### src/hdl/lbd_pkg.sv
// ----------------------------------------------------------------------------
// lbd_pkg
// Shared constants, register indexes and controller/datapath signal groups
// for the lzss block decoder.
// ----------------------------------------------------------------------------
`default_nettype none

package lbd_pkg;

  // history window
  localparam int WIN_DEPTH = 4096;
  localparam int WIN_AW    = $clog2(WIN_DEPTH);
  localparam int CNT_W     = WIN_AW + 1;

  // default width of the size counter and config data
  localparam int SIZE_BITS_DEF = 24;

  // token fields
  localparam int LEN_W     = 5;
  localparam int MODE_W    = 3;
  localparam int FAULT_W   = 2;
  localparam int FLAG_IW   = 3;
  localparam logic [3:0]         LEN_MASK  = 4'hF;
  localparam logic [MODE_W-1:0]  MODE_MIN  = 3'd1;
  localparam logic [MODE_W-1:0]  MODE_MAX  = 3'd5;
  localparam logic [FLAG_IW-1:0] FLAG_LAST = 3'd7;

  // fault codes
  localparam logic [FAULT_W-1:0] FAULT_OK    = 2'd0;
  localparam logic [FAULT_W-1:0] FAULT_EARLY = 2'd1;
  localparam logic [FAULT_W-1:0] FAULT_TRUNC = 2'd2;

  // configuration register indexes
  localparam int CFG_IDX_W = 1;
  localparam logic [CFG_IDX_W-1:0] REG_COPY_MODE   = 1'b0;
  localparam logic [CFG_IDX_W-1:0] REG_OUTPUT_SIZE = 1'b1;

  // controller to datapath commands
  typedef struct packed {
    logic take;       // input item accepted
    logic load_flag;  // capture flag byte
    logic load_lit;   // capture literal byte
    logic load_low;   // capture low byte of a reference
    logic load_ref;   // decode reference word into length, source, fault
    logic rd;         // read window at source address
    logic emit;       // push one byte to output and window
    logic emit_copy;  // emitted byte comes from the window read
    logic adv_flag;   // step to the next flag bit
  } lbd_cmd_t;

  // datapath to controller status
  typedef struct packed {
    logic start;      // current input item opens a block
    logic active;     // bytes still owed for the block
    logic flag_bit;   // flag bit of the current token
    logic flag_last;  // current token is the eighth of its group
    logic copy_last;  // one byte left in the current copy
    logic out_free;   // output register can take a byte
  } lbd_sts_t;

endpackage

`default_nettype wire

### src/hdl/lbd_ctrl.sv
// ----------------------------------------------------------------------------
// lbd_ctrl
// Token parser and copy sequencer: tracks the parse phase and drives the
// datapath one step at a time.
// ----------------------------------------------------------------------------
`default_nettype none

module lbd_ctrl (
  input  wire logic             clk,
  input  wire logic             rst_n,
  input  wire logic             in_valid,
  output logic                  in_ready,
  input  wire lbd_pkg::lbd_sts_t sts,
  output lbd_pkg::lbd_cmd_t     cmd
);
  import lbd_pkg::*;

  typedef enum logic [2:0] {
    S_FLAG,   // waiting for a flag byte
    S_TOKEN,  // waiting for a literal or reference low byte
    S_HIGH,   // waiting for a reference high byte
    S_LIT,    // pushing a literal
    S_RD,     // reading one window byte
    S_WR      // pushing one copied byte
  } state_t;

  state_t state_r, state_nxt, phase;
  logic   accept;

  // next state and commands
  always_comb begin
    cmd       = '0;
    state_nxt = state_r;
    in_ready  = (state_r == S_FLAG) || (state_r == S_TOKEN) || (state_r == S_HIGH);
    accept    = in_valid && in_ready;
    phase     = sts.start ? S_FLAG : state_r;
    cmd.take  = accept;
    unique case (state_r)
      S_FLAG, S_TOKEN, S_HIGH: begin
        if (accept) begin
          state_nxt = phase;
          if (sts.active) begin
            unique case (phase)
              S_FLAG: begin
                cmd.load_flag = 1'b1;
                state_nxt     = S_TOKEN;
              end
              S_TOKEN: begin
                if (sts.flag_bit) begin
                  cmd.load_lit = 1'b1;
                  state_nxt    = S_LIT;
                end else begin
                  cmd.load_low = 1'b1;
                  state_nxt    = S_HIGH;
                end
              end
              S_HIGH: begin
                cmd.load_ref = 1'b1;
                state_nxt    = S_RD;
              end
              default: state_nxt = S_FLAG;
            endcase
          end
        end
      end
      S_LIT: begin
        if (sts.out_free) begin
          cmd.emit     = 1'b1;
          cmd.adv_flag = 1'b1;
          state_nxt    = sts.flag_last ? S_FLAG : S_TOKEN;
        end
      end
      S_RD: begin
        cmd.rd    = 1'b1;
        state_nxt = S_WR;
      end
      S_WR: begin
        if (sts.out_free) begin
          cmd.emit      = 1'b1;
          cmd.emit_copy = 1'b1;
          if (sts.copy_last) begin
            cmd.adv_flag = 1'b1;
            state_nxt    = sts.flag_last ? S_FLAG : S_TOKEN;
          end else begin
            state_nxt = S_RD;
          end
        end
      end
      default: state_nxt = S_FLAG;
    endcase
  end

  // state register
  always_ff @(posedge clk) begin
    if (!rst_n) begin
      state_r <= S_FLAG;
    end else begin
      state_r <= state_nxt;
    end
  end

endmodule

`default_nettype wire

### config.mk
export PLATFORM = sky130hd
export DESIGN_NAME = lbd_ctrl
export DESIGN_NICKNAME = d
export VERILOG_FILES = /design/src/hdl/lbd_pkg.sv /design/src/hdl/lbd_ctrl.sv
export SDC_FILE = /design/constraint.sdc
export NUM_CORES = 1
export LEC_CHECK = 0
export BUFFER_PORTS_ARGS = -buffer_cell sky130_fd_sc_hd__buf_2
export CORE_MARGIN = 4
export CORE_UTILIZATION = 29
export CTS_BUF_LIST = sky130_fd_sc_hd__clkbuf_8
export DETAILED_ROUTE_END_ITERATION = 8
export PLACE_DENSITY = 0.62
export SLEW_MARGIN = 20
export SYNTH_ARGS = -nofsm -noshare
export SYNTH_HDL_FRONTEND = slang
export SYNTH_SLANG_ARGS = --single-unit
export TNS_END_PERCENT = 20
### constraint.sdc
create_clock -name clk -period 1.4 [get_ports clk]
set_input_delay 0.07 -clock clk [delete_from_list [all_inputs] [get_ports clk]]
set_output_delay 0.07 -clock clk [all_outputs]
set_load 0.05 [all_outputs]
==> results.json, run 1 <==
{
  "critPathTopFamily": "flip-flops",
  "powerDensity_nw_per_um2": 652,
  "drt_iter0_markers": 7,
  "htreeDepth": 1,
  "cts_sinks": 3,
  "wire_per_inst_um": 10.9,
  "num_io_pins": 19,
  "synth_area_leader_cell": "dfxtp_1",
  "fin_area_um2": 671,
  "rsz0062_at_grt": "true",
  "hp-class": "input port to register",
  "nNetsFinal": 93,
  "post-route-period-util": 0.998,
  "synth_seq_cells": 3,
  "intPower_w": 0.000320,
  "top_regs": "state_r (3)",
  "die_h_um": 46.6,
  "drc": 0,
  "cap_violations": 0,
  "grt_start_max_net_pins": 11,
  "clockPowerShare": 0.558,
  "avgSynthCellArea_um2": 7.73,
  "dp_hpwl_um": 865,
  "postCtsHoldBufs": 0,
  "dr.pass1.iters": 4,
  "critPathMaxStageDelay_ns": 0.35,
  "die_x_um": 46.6,
  "synth_nets": 65,
  "synth_cell_type_count": 30,
  "slew_violations": 0,
  "viasPerCell": 4.98,
  "antenna_cells": 0,
  "fmax_mhz": 715,
  "antenna_found_initial": 0,
  "arrival_ns": 1.33,
  "std_cell_rows": 13,
  "start_util": 0.321,
  "critPathKind": "register to output port",
  "slew_headroom": 0.827,
  "grt_overflow_total": 0,
  "core_um2": 1350,
  "hold_path_depth": 3,
  "syn_area_um2": 433,
  "yosysSeqAreaShare": 0.139,
  "ys_warn_count": 0,
  "yosysTopAreaCellShare": 0.139,
  "drive_above_1_share": 0.530,
  "whs_ns": 0.137,
  "cp_slowest_cell": "dfxtp_4",
  "fin_worst_skew_ns": 0.00250,
  "p_leak_nw": 0.288,
  "synth-async-reset-ratio": 0,
  "wirelength_mm": 1.07,
  "top_register": "state_r",
  "synthTopCellsByCount": "nand2_1, nand2b_1, a21oi_1, nor2_1",
  "fillerInstances": 131,
  "clk_pin_slew_ns": 0.03,
  "place_congestion": 0.773,
  "path_buf_inv": 2,
  "multi_input_comb_area_um2": 338,
  "yosys-top-cells-area": "dfxtp_1, nand2b_1, buf_6, a21oi_1, nor4bb_4",
  "pwr-share-seq": 0.212,
  "cp.depth": 4,
  "critPathMaxFanout": 7,
  "largest_reg_flops": 3,
  "grt_pass1_vias": 407,
  "status": "finished clean",
  "io_buffers": 18,
  "hold_viol": 0,
  "worstMarginPinSlew_ns": 0.258,
  "setup_viol": 0,
  "syn_inst": 56,
  "synthToLayoutAreaGrowth_pct": 54.9,
  "crit_chain": "buf_4 > maj3_2 > nor3_2 > buf_6",
  "cp.required_ns": 1.33,
  "die_area_um2": 2170,
  "synth-edff-count": 0,
  "critPathLaunchType": "register",
  "sw_frac_of_total": 0.268,
  "synthFlopType": "dfxtp_1",
  "endpoint_kind": "output port",
  "track_usage": 0.112,
  "min_period_ns": 1.40,
  "clock_latency_ns": 0.22,
  "ctsLongestPathBuffers": 2,
  "cts_root_buf": "clkbuf_8",
  "ant_nets": 0,
  "peakVddDrop_mv": 0.445,
  "cts_tree": "built",
  "p_switching_w": 0.000117,
  "share_comb_of_total_power": 0.229,
  "grt_pass1_wl_mm": 1.69,
  "placed_area_um2": 557,
  "cts_buffers": 3,
  "regArea_um2": 65.1,
  "r2r_cells": 5,
  "vias": 488
}
## layout make-up
class                   count  share of cell area
clock inverters             1             0.00560
multi-input cells          47               0.504
flip-flops and latches      3              0.0970
repair buffers             27               0.293
well taps                  15              0.0280
inverters                   2              0.0112
clock buffers               3              0.0616
## logic make-up after synthesis
logic type	after synthesis	share of synthesized area
AND/OR/NAND/NOR	30	0.451
XOR/XNOR	1	0.0202
flip-flops	3	0.139
AO/OA/AOI/OAI	15	0.251
buffers and inverters	6	0.113
adder cells (fa/ha/maj)	1	0.0260
## power groups by stage
stage                     sequential, W  combinational, W  clock, W
after CTS                     0.0000942         0.0000998  0.000254
after global routing          0.0000935          0.000109  0.000259
after global placement        0.0000949         0.0000931         0
after detailed placement      0.0000951         0.0000936         0
final                         0.0000929          0.000100  0.000244
after floorplan               0.0000937         0.0000656         0
## metal layers
metal / vias up / global-route usage / wire (um) / part of all wire
met1: 221 / 0.133 / 450 / 0.42
li1: 252 / - / - / -
met2: 13 / 0.176 / 528 / 0.49
met5: - / 0 / 0 / 0
met3: 2 / 0.0234 / 68 / 0.063
met4: 0 / 0.0829 / 25 / 0.023
## metrics by stage
stage | setup slack [ns] | power (W) | std cells | setup TNS [ns] | util
6_report | 0.00223 | 0.000437 | 98 | 0 | 0.497
3_5_place_dp | 0.0798 | 0.000189 | 92 | 0 | 0.412
2_1_floorplan | -0.0777 | 0.000159 | 56 | -0.0777 | -
3_3_place_gp | 0.107 | 0.000188 | 92 | 0 | 0.412
4_1_cts | -0.0210 | 0.000448 | 97 | -0.0321 | 0.477
5_1_grt | -0.0604 | 0.000462 | 98 | -0.212 | 0.497
## layout by cell type, fill, tap and decap left out, types with 2 or more instances in the layout
master and n:
clkbuf_8 3, o21ai_2 2, inv_1 3, nor2_1 4, nand2_1 6, buf_4 10, and2_1 2, nand2b_1 5
a21oi_1 4, buf_2 10, clkbuf_4 2, o21ai_1 2, nor2b_2 2, buf_6 5
## worst paths after layout
path                                   to  slack [ns]                    start
hold / removal    state_r[1]$_SDFFE_PN0P_        0.14                    rst_n
setup reg to reg  state_r[1]$_SDFFE_PN0P_        0.17  state_r[2]$_SDFFE_PN0P_
setup / recovery                   cmd[7]       0.002  state_r[1]$_SDFFE_PN0P_
hold reg to reg   state_r[2]$_SDFFE_PN0P_        0.68  state_r[1]$_SDFFE_PN0P_
## timing repair
| action | CTS | global route |
|---|---|---|
| gates resized for setup | 12 | 7 |
| pin swaps | 2 | 2 |
| endpoints found under the setup margin | 6 | 8 |
| setup buffers | 1 | 1 |
| cloned | 0 | 0 |
## tightest hold or removal path: stages
cell and delay [ns]:
buf_2 0.13, nand2_1 0.05, nand2_1 0.06
Power figures use the tool's default switching activity.
==> run 2: changes to the inputs <==
--- a/config.mk
+++ b/config.mk
@@ -6,11 +6,11 @@
 export NUM_CORES = 1
 export LEC_CHECK = 0
 export BUFFER_PORTS_ARGS = -buffer_cell sky130_fd_sc_hd__buf_2
-export CORE_MARGIN = 4
-export CORE_UTILIZATION = 29
+export CORE_AREA = 4 4 41 43
 export CTS_BUF_LIST = sky130_fd_sc_hd__clkbuf_8
 export DETAILED_ROUTE_END_ITERATION = 8
-export PLACE_DENSITY = 0.62
+export DIE_AREA = 0 0 45 47
+export PLACE_DENSITY = 0.67
 export SLEW_MARGIN = 20
 export SYNTH_ARGS = -nofsm -noshare
 export SYNTH_HDL_FRONTEND = slang
==> run 2 against run 1 <==
The flow now finishes with violations (setup timing). Count of clock-buffer cells in the layout unchanged. Total power down 1.6%. Fmax down 1.0%. Critical path depth unchanged. Largest cell class unchanged. Highest routed layer unchanged.
==> results.json, run 2 (same netlist as run 1, synthesis figures left out) <==
{
  "cts_buffers": 3,
  "min_period_ns": 1.41,
  "critPathKind": "register to output port",
  "hold_path_depth": 3,
  "peakVddDrop_mv": 0.800,
  "cp.required_ns": 1.33,
  "die_x_um": 45,
  "fin_worst_skew_ns": 0.00199,
  "viasPerCell": 5.01,
  "cap_violations": 0,
  "r2r-start": "state_r[0]$_SDFFE_PN0P_",
  "antenna_cells": 0,
  "rsz0062_at_grt": "true",
  "place_congestion": 0.844,
  "slew_violations": 0,
  "critPathMaxStageDelay_ns": 0.35,
  "htreeDepth": 1,
  "largest_reg_flops": 3,
  "endpoint_kind": "output port",
  "grtUsageMet3": 0.0613,
  "setup_viol": 2,
  "violations": "setup timing",
  "drive_above_1_share": 0.524,
  "r2r_cells": 5,
  "antenna_found_initial": 0,
  "hp-start": "rst_n",
  "start_util": 0.333,
  "fmax_mhz": 708,
  "hp-class": "input port to register",
  "top_register": "state_r",
  "dr.pass1.iters": 2,
  "io_buffers": 18,
  "setup_tns_ns": -0.0185,
  "die_area_um2": 2120,
  "std_cell_rows": 13,
  "grt_pass1_wl_mm": 1.81,
  "ant_nets": 0,
  "vias": 486,
  "core_um2": 1300,
  "placed_area_um2": 542,
  "powerDensity_nw_per_um2": 639,
  "grt_start_max_net_pins": 11,
  "regArea_um2": 65.1,
  "dp_cells": 90,
  "cp_slowest_cell": "dfxtp_4",
  "post-route-period-util": 1.01,
  "fin_area_um2": 673,
  "die_h_um": 47,
  "nNetsFinal": 92,
  "clk_pin_slew_ns": 0.03,
  "cts_tree": "built",
  "num_io_pins": 19,
  "r2r-end": "state_r[2]$_SDFFE_PN0P_",
  "track_usage": 0.121,
  "use_met1": 0.133,
  "top_regs": "state_r (3)",
  "grtUsageMet2": 0.195,
  "worstMarginPinSlew_ns": 0.274,
  "p_leak_nw": 0.286,
  "slew_headroom": 0.817,
  "fillerInstances": 135,
  "crit_path_frequent_cell": "buf_6",
  "grt_overflow_total": 0,
  "grt_pass1_vias": 446,
  "crit_chain": "buf_6 > nor4bb_4 > and2_1 > buf_6",
  "ctsLongestPathBuffers": 2,
  "final_common_cell": "buf_2",
  "clock_latency_ns": 0.21,
  "final_cell_mix": "buf_2, buf_4, buf_6, nand2_1, nand2b_1",
  "wirelength_mm": 1.15,
  "synthToLayoutAreaGrowth_pct": 55.5,
  "stdcell_count": 97,
  "grt_busiest_layer": "met2",
  "critPathMaxFanout": 7,
  "critPathLaunchType": "register",
  "status": "finished, violations left",
  "multi_input_comb_area_um2": 343,
  "cts_sinks": 3,
  "drt_iter0_markers": 3,
  "cts_root_buf": "clkbuf_8",
  "min_to": "state_r[1]$_SDFFE_PN0P_",
  "r2r_slack_ns": 0.19,
  "power.total_w": 0.000430,
  "arrival_ns": 1.34,
  "wire_per_inst_um": 11.9,
  "fin_ws_ns": -0.0124,
  "drc": 0,
  "hold_viol": 0,
  "whs_ns": 0.114,
  "dp_hpwl_um": 857
}
==> run 2: changes by cell type in the layout (fill, tap and decap cells not counted) <==
cell      previous run  this run
buf_2               10        11
buf_4               10         8
buf_6                5         7
clkbuf_4             2         0
nor2b_2              2         1
nor2b_4              0         1
==> run 2: area by class of cell <==
class	count	area share
tap	15	0.0279
multi-input combinational	47	0.509
clock buffer	3	0.0613
inverter	2	0.0112
sequential	3	0.0967
timing repair buffer	26	0.288
clock inverter	1	0.00558
==> run 2: timing repair <==
item                                    in CTS  in global routing
endpoints found under the setup margin       7                  7
pin swaps                                    2                  2
gates resized for setup                     12                 11
buffers inserted                             1                  2
hold buffers                                 0                  0
==> run 2: routing by layer <==
layer	vias to the layer above	part of all wire	routed length, um
met4	0	0.0069	8
li1	252	-	-
met3	2	0.055	63
met5	-	0	0
met1	222	0.43	494
met2	10	0.51	587
==> run 2: critical path, delay by kind of cell (launching register included) <==
family / cells / cell delay (ns)
buffers and inverters: 2 / 0.29
flip-flops: 1 / 0.35
AND/OR/NAND/NOR: 2 / 0.49
==> run 2: per-stage QoR <==
| stage | util | worst slack, ns |
|---|---|---|
| 2_1_floorplan | - | -0.0777 |
| 3_3_place_gp | 0.416 | 0.0937 |
| 3_5_place_dp | 0.416 | 0.0683 |
| 4_1_cts | 0.483 | 0.00297 |
| 5_1_grt | 0.517 | -0.0723 |
| 6_report | 0.517 | -0.0124 |
==> run 2: how the worst max path moves through the flow <==
stage / cells past startpoint / from / end
floorplan: 3 / state_r[0]$_SDFFE_PN0P_ / cmd[7]
global placement: 4 / state_r[0]$_SDFFE_PN0P_ / state_r[0]$_SDFFE_PN0P_
detailed placement: 4 / state_r[2]$_SDFFE_PN0P_ / cmd[6]
CTS: 4 / state_r[2]$_SDFFE_PN0P_ / cmd[6]
global route: 4 / state_r[1]$_SDFFE_PN0P_ / cmd[5]
finish: 4 / state_r[1]$_SDFFE_PN0P_ / cmd[6]
==> run 2: power by group <==
group	internal (W)	switching [W]	leakage, nW
clock	0.000186	0.0000525	0.0269
combinational	0.0000433	0.0000537	0.233
sequential	0.0000877	0.00000669	0.0255
==> run 3: changes to the inputs <==
--- a/config.mk
+++ b/config.mk
@@ -5,12 +5,12 @@
 export SDC_FILE = /design/constraint.sdc
 export NUM_CORES = 1
 export LEC_CHECK = 0
-export BUFFER_PORTS_ARGS = -buffer_cell sky130_fd_sc_hd__buf_2
 export CORE_AREA = 4 4 41 43
 export CTS_BUF_LIST = sky130_fd_sc_hd__clkbuf_8
 export DETAILED_ROUTE_END_ITERATION = 8
 export DIE_AREA = 0 0 45 47
-export PLACE_DENSITY = 0.67
+export DONT_BUFFER_PORTS = 1
+export PLACE_DENSITY = 0.55
 export SLEW_MARGIN = 20
 export SYNTH_ARGS = -nofsm -noshare
 export SYNTH_HDL_FRONTEND = slang
==> run 3 against run 2 <==
The run still ends with setup timing left. Combinational power increased by 6%. Clock skew shrank 0.00096 ns. Sequential power down 5.2%. Final cell count fell by 2.1%. Critical path depth stayed put. Largest cell class unchanged. Largest power group unchanged.
==> results.json, run 3 (same netlist as run 1, synthesis figures left out) <==
{
  "hp-class": "input port to register",
  "violations": "setup timing",
  "r2r_slack_ns": 0.09,
  "peakVddDrop_mv": 0.615,
  "multi_input_comb_area_um2": 359,
  "cts_sinks": 3,
  "grt_overflow_total": 0,
  "setup_viol": 1,
  "viasPerCell": 5.11,
  "synthToLayoutAreaGrowth_pct": 72.3,
  "slew_violations": 0,
  "drive_above_1_share": 0.550,
  "p_leak_nw": 0.301,
  "min_period_ns": 1.41,
  "die_x_um": 45,
  "critPathMaxStageDelay_ns": 0.34,
  "dp_hpwl_um": 832,
  "slew_headroom": 0.780,
  "wl_met2_um": 689,
  "met3_length_um": 61,
  "std_cell_rows": 13,
  "post-route-period-util": 1.01,
  "antenna_cells": 0,
  "clk_pin_slew_ns": 0.03,
  "top_layer": "met4",
  "final_cell_mix": "buf_4, nand2_1, nand2b_1",
  "critPathLaunchType": "register",
  "io_buffers": 0,
  "cap_violations": 0,
  "r2r-end": "state_r[0]$_SDFFE_PN0P_",
  "vias": 485,
  "rsz0062_at_grt": "true",
  "fin_worst_skew_ns": 0.00103,
  "hold_viol": 0,
  "clock_latency_ns": 0.22,
  "endpoint": "cmd[5]",
  "cts_root_buf": "clkbuf_8",
  "ctsLongestPathBuffers": 2,
  "cts_tree": "built",
  "grt_start_max_net_pins": 11,
  "htreeDepth": 1,
  "num_io_pins": 19,
  "start_util": 0.333,
  "worstMarginPinSlew_ns": 0.328,
  "cp.required_ns": 1.33,
  "critPathMaxFanout": 4,
  "drc": 0,
  "fmax_mhz": 710,
  "arrival_ns": 1.34,
  "grt_pass1_wl_mm": 2.10,
  "drt-met1-wl_um": 478,
  "die_area_um2": 2120,
  "largest_reg_flops": 3,
  "dr.pass1.iters": 2,
  "critPathKind": "register to output port",
  "core_um2": 1300,
  "r2r_cells": 6,
  "grt_pass1_vias": 498,
  "track_usage": 0.138,
  "cts_buffers": 3,
  "drt_iter0_markers": 12,
  "regArea_um2": 67.6,
  "die_h_um": 47,
  "antenna_found_initial": 0,
  "ant_nets": 0,
  "status": "finished, violations left",
  "wirelength_mm": 1.25,
  "setup_tns_ns": -0.00846,
  "crit_chain": "buf_6 > nor4bb_4 > and2b_1 > buf_12",
  "nNetsFinal": 90,
  "cp-startpoint": "state_r[1]$_SDFFE_PN0P_",
  "wire_per_inst_um": 13.2,
  "pre_cts_slack_ns": 0.0854,
  "r2r-start": "state_r[1]$_SDFFE_PN0P_",
  "place_congestion": 0.747,
  "endpoint_kind": "output port",
  "fin_ws_ns": -0.00846,
  "powerDensity_nw_per_um2": 591,
  "cp_slowest_cell": "dfxtp_4",
  "top_register": "state_r",
  "final_common_cell": "buf_4",
  "top_regs": "state_r (3)",
  "fillerInstances": 122
}
run 3: cell types whose count changed in the layout (fill, tap and decap cells not counted):
| cell | previous run | this run |
|---|---|---|
| buf_6 | 7 | 4 |
| dlygate4sd3_1 | 0 | 1 |
| buf_2 | 11 | 0 |
| nor3_2 | 1 | 0 |
| dfxtp_4 | 1 | 2 |
| nor2_1 | 4 | 2 |
| and2_1 | 2 | 0 |
| dfxtp_2 | 1 | 0 |
| buf_4 | 8 | 15 |
| and2_4 | 0 | 2 |
| nor2_2 | 0 | 2 |
| nor3_4 | 0 | 1 |
| buf_12 | 0 | 4 |
run 3: layout make-up:
| class | count | share of cell area |
|---|---|---|
| multi-input cells | 47 | 0.482 |
| well taps | 15 | 0.0252 |
| inverters | 2 | 0.0101 |
| flip-flops and latches | 3 | 0.0906 |
| clock buffers | 3 | 0.0554 |
| clock inverters | 1 | 0.00503 |
| repair buffers | 24 | 0.332 |
run 3: critical path: cells and delay by family, from the launching register on:
kind / cells / cell delay (ns)
AND/OR/NAND/NOR: 2 / 0.52
flip-flops: 1 / 0.34
buffers and inverters: 2 / 0.26
run 3: power by group:
group          internal, W  switching, W
clock network     0.000187     0.0000611
logic            0.0000494     0.0000535
registers        0.0000868    0.00000266
run 3: stage by stage:
step / hold WS, ns / area [um^2] / util / instances / total power, W
6_report: 0.0102 / 746 / 0.573 / 95 / 0.000440
5_1_grt: 0.0189 / 746 / 0.573 / 95 / 0.000461
4_1_cts: 0.00442 / 717 / 0.551 / 95 / 0.000442
3_5_place_dp: 0.192 / 584 / 0.449 / 83 / 0.000174
3_3_place_gp: 0.206 / 584 / 0.449 / 83 / 0.000174
2_1_floorplan: 0.177 / 437 / - / 56 / 0.000159
run 3: what timing repair did:
item	4_1_cts	5_1_grt
resized for setup	9	8
setup buffers	7	0
pin swaps	3	3
setup endpoints to repair	5	7
endpoints found under the hold margin	2	0
hold buffers	1	0
run 3: metal layers:
layer	vias up	track usage
met2	10	0.268
met3	2	0.0230
met1	226	0.133
met4	0	0.0877
met5	-	0
li1	247	-
run 3: how the worst min path moves through the flow:
stage,cells past startpoint,endpoint,slack [ns],from
after global routing,1,state_r[2]$_SDFFE_PN0P_,0.02,rst_n
after detailed placement,2,state_r[1]$_SDFFE_PN0P_,0.19,rst_n
after CTS,2,state_r[1]$_SDFFE_PN0P_,0.004,rst_n
after floorplan,2,state_r[1]$_SDFFE_PN0P_,0.18,rst_n
after global placement,2,state_r[1]$_SDFFE_PN0P_,0.21,rst_n
final,2,state_r[1]$_SDFFE_PN0P_,0.01,rst_n
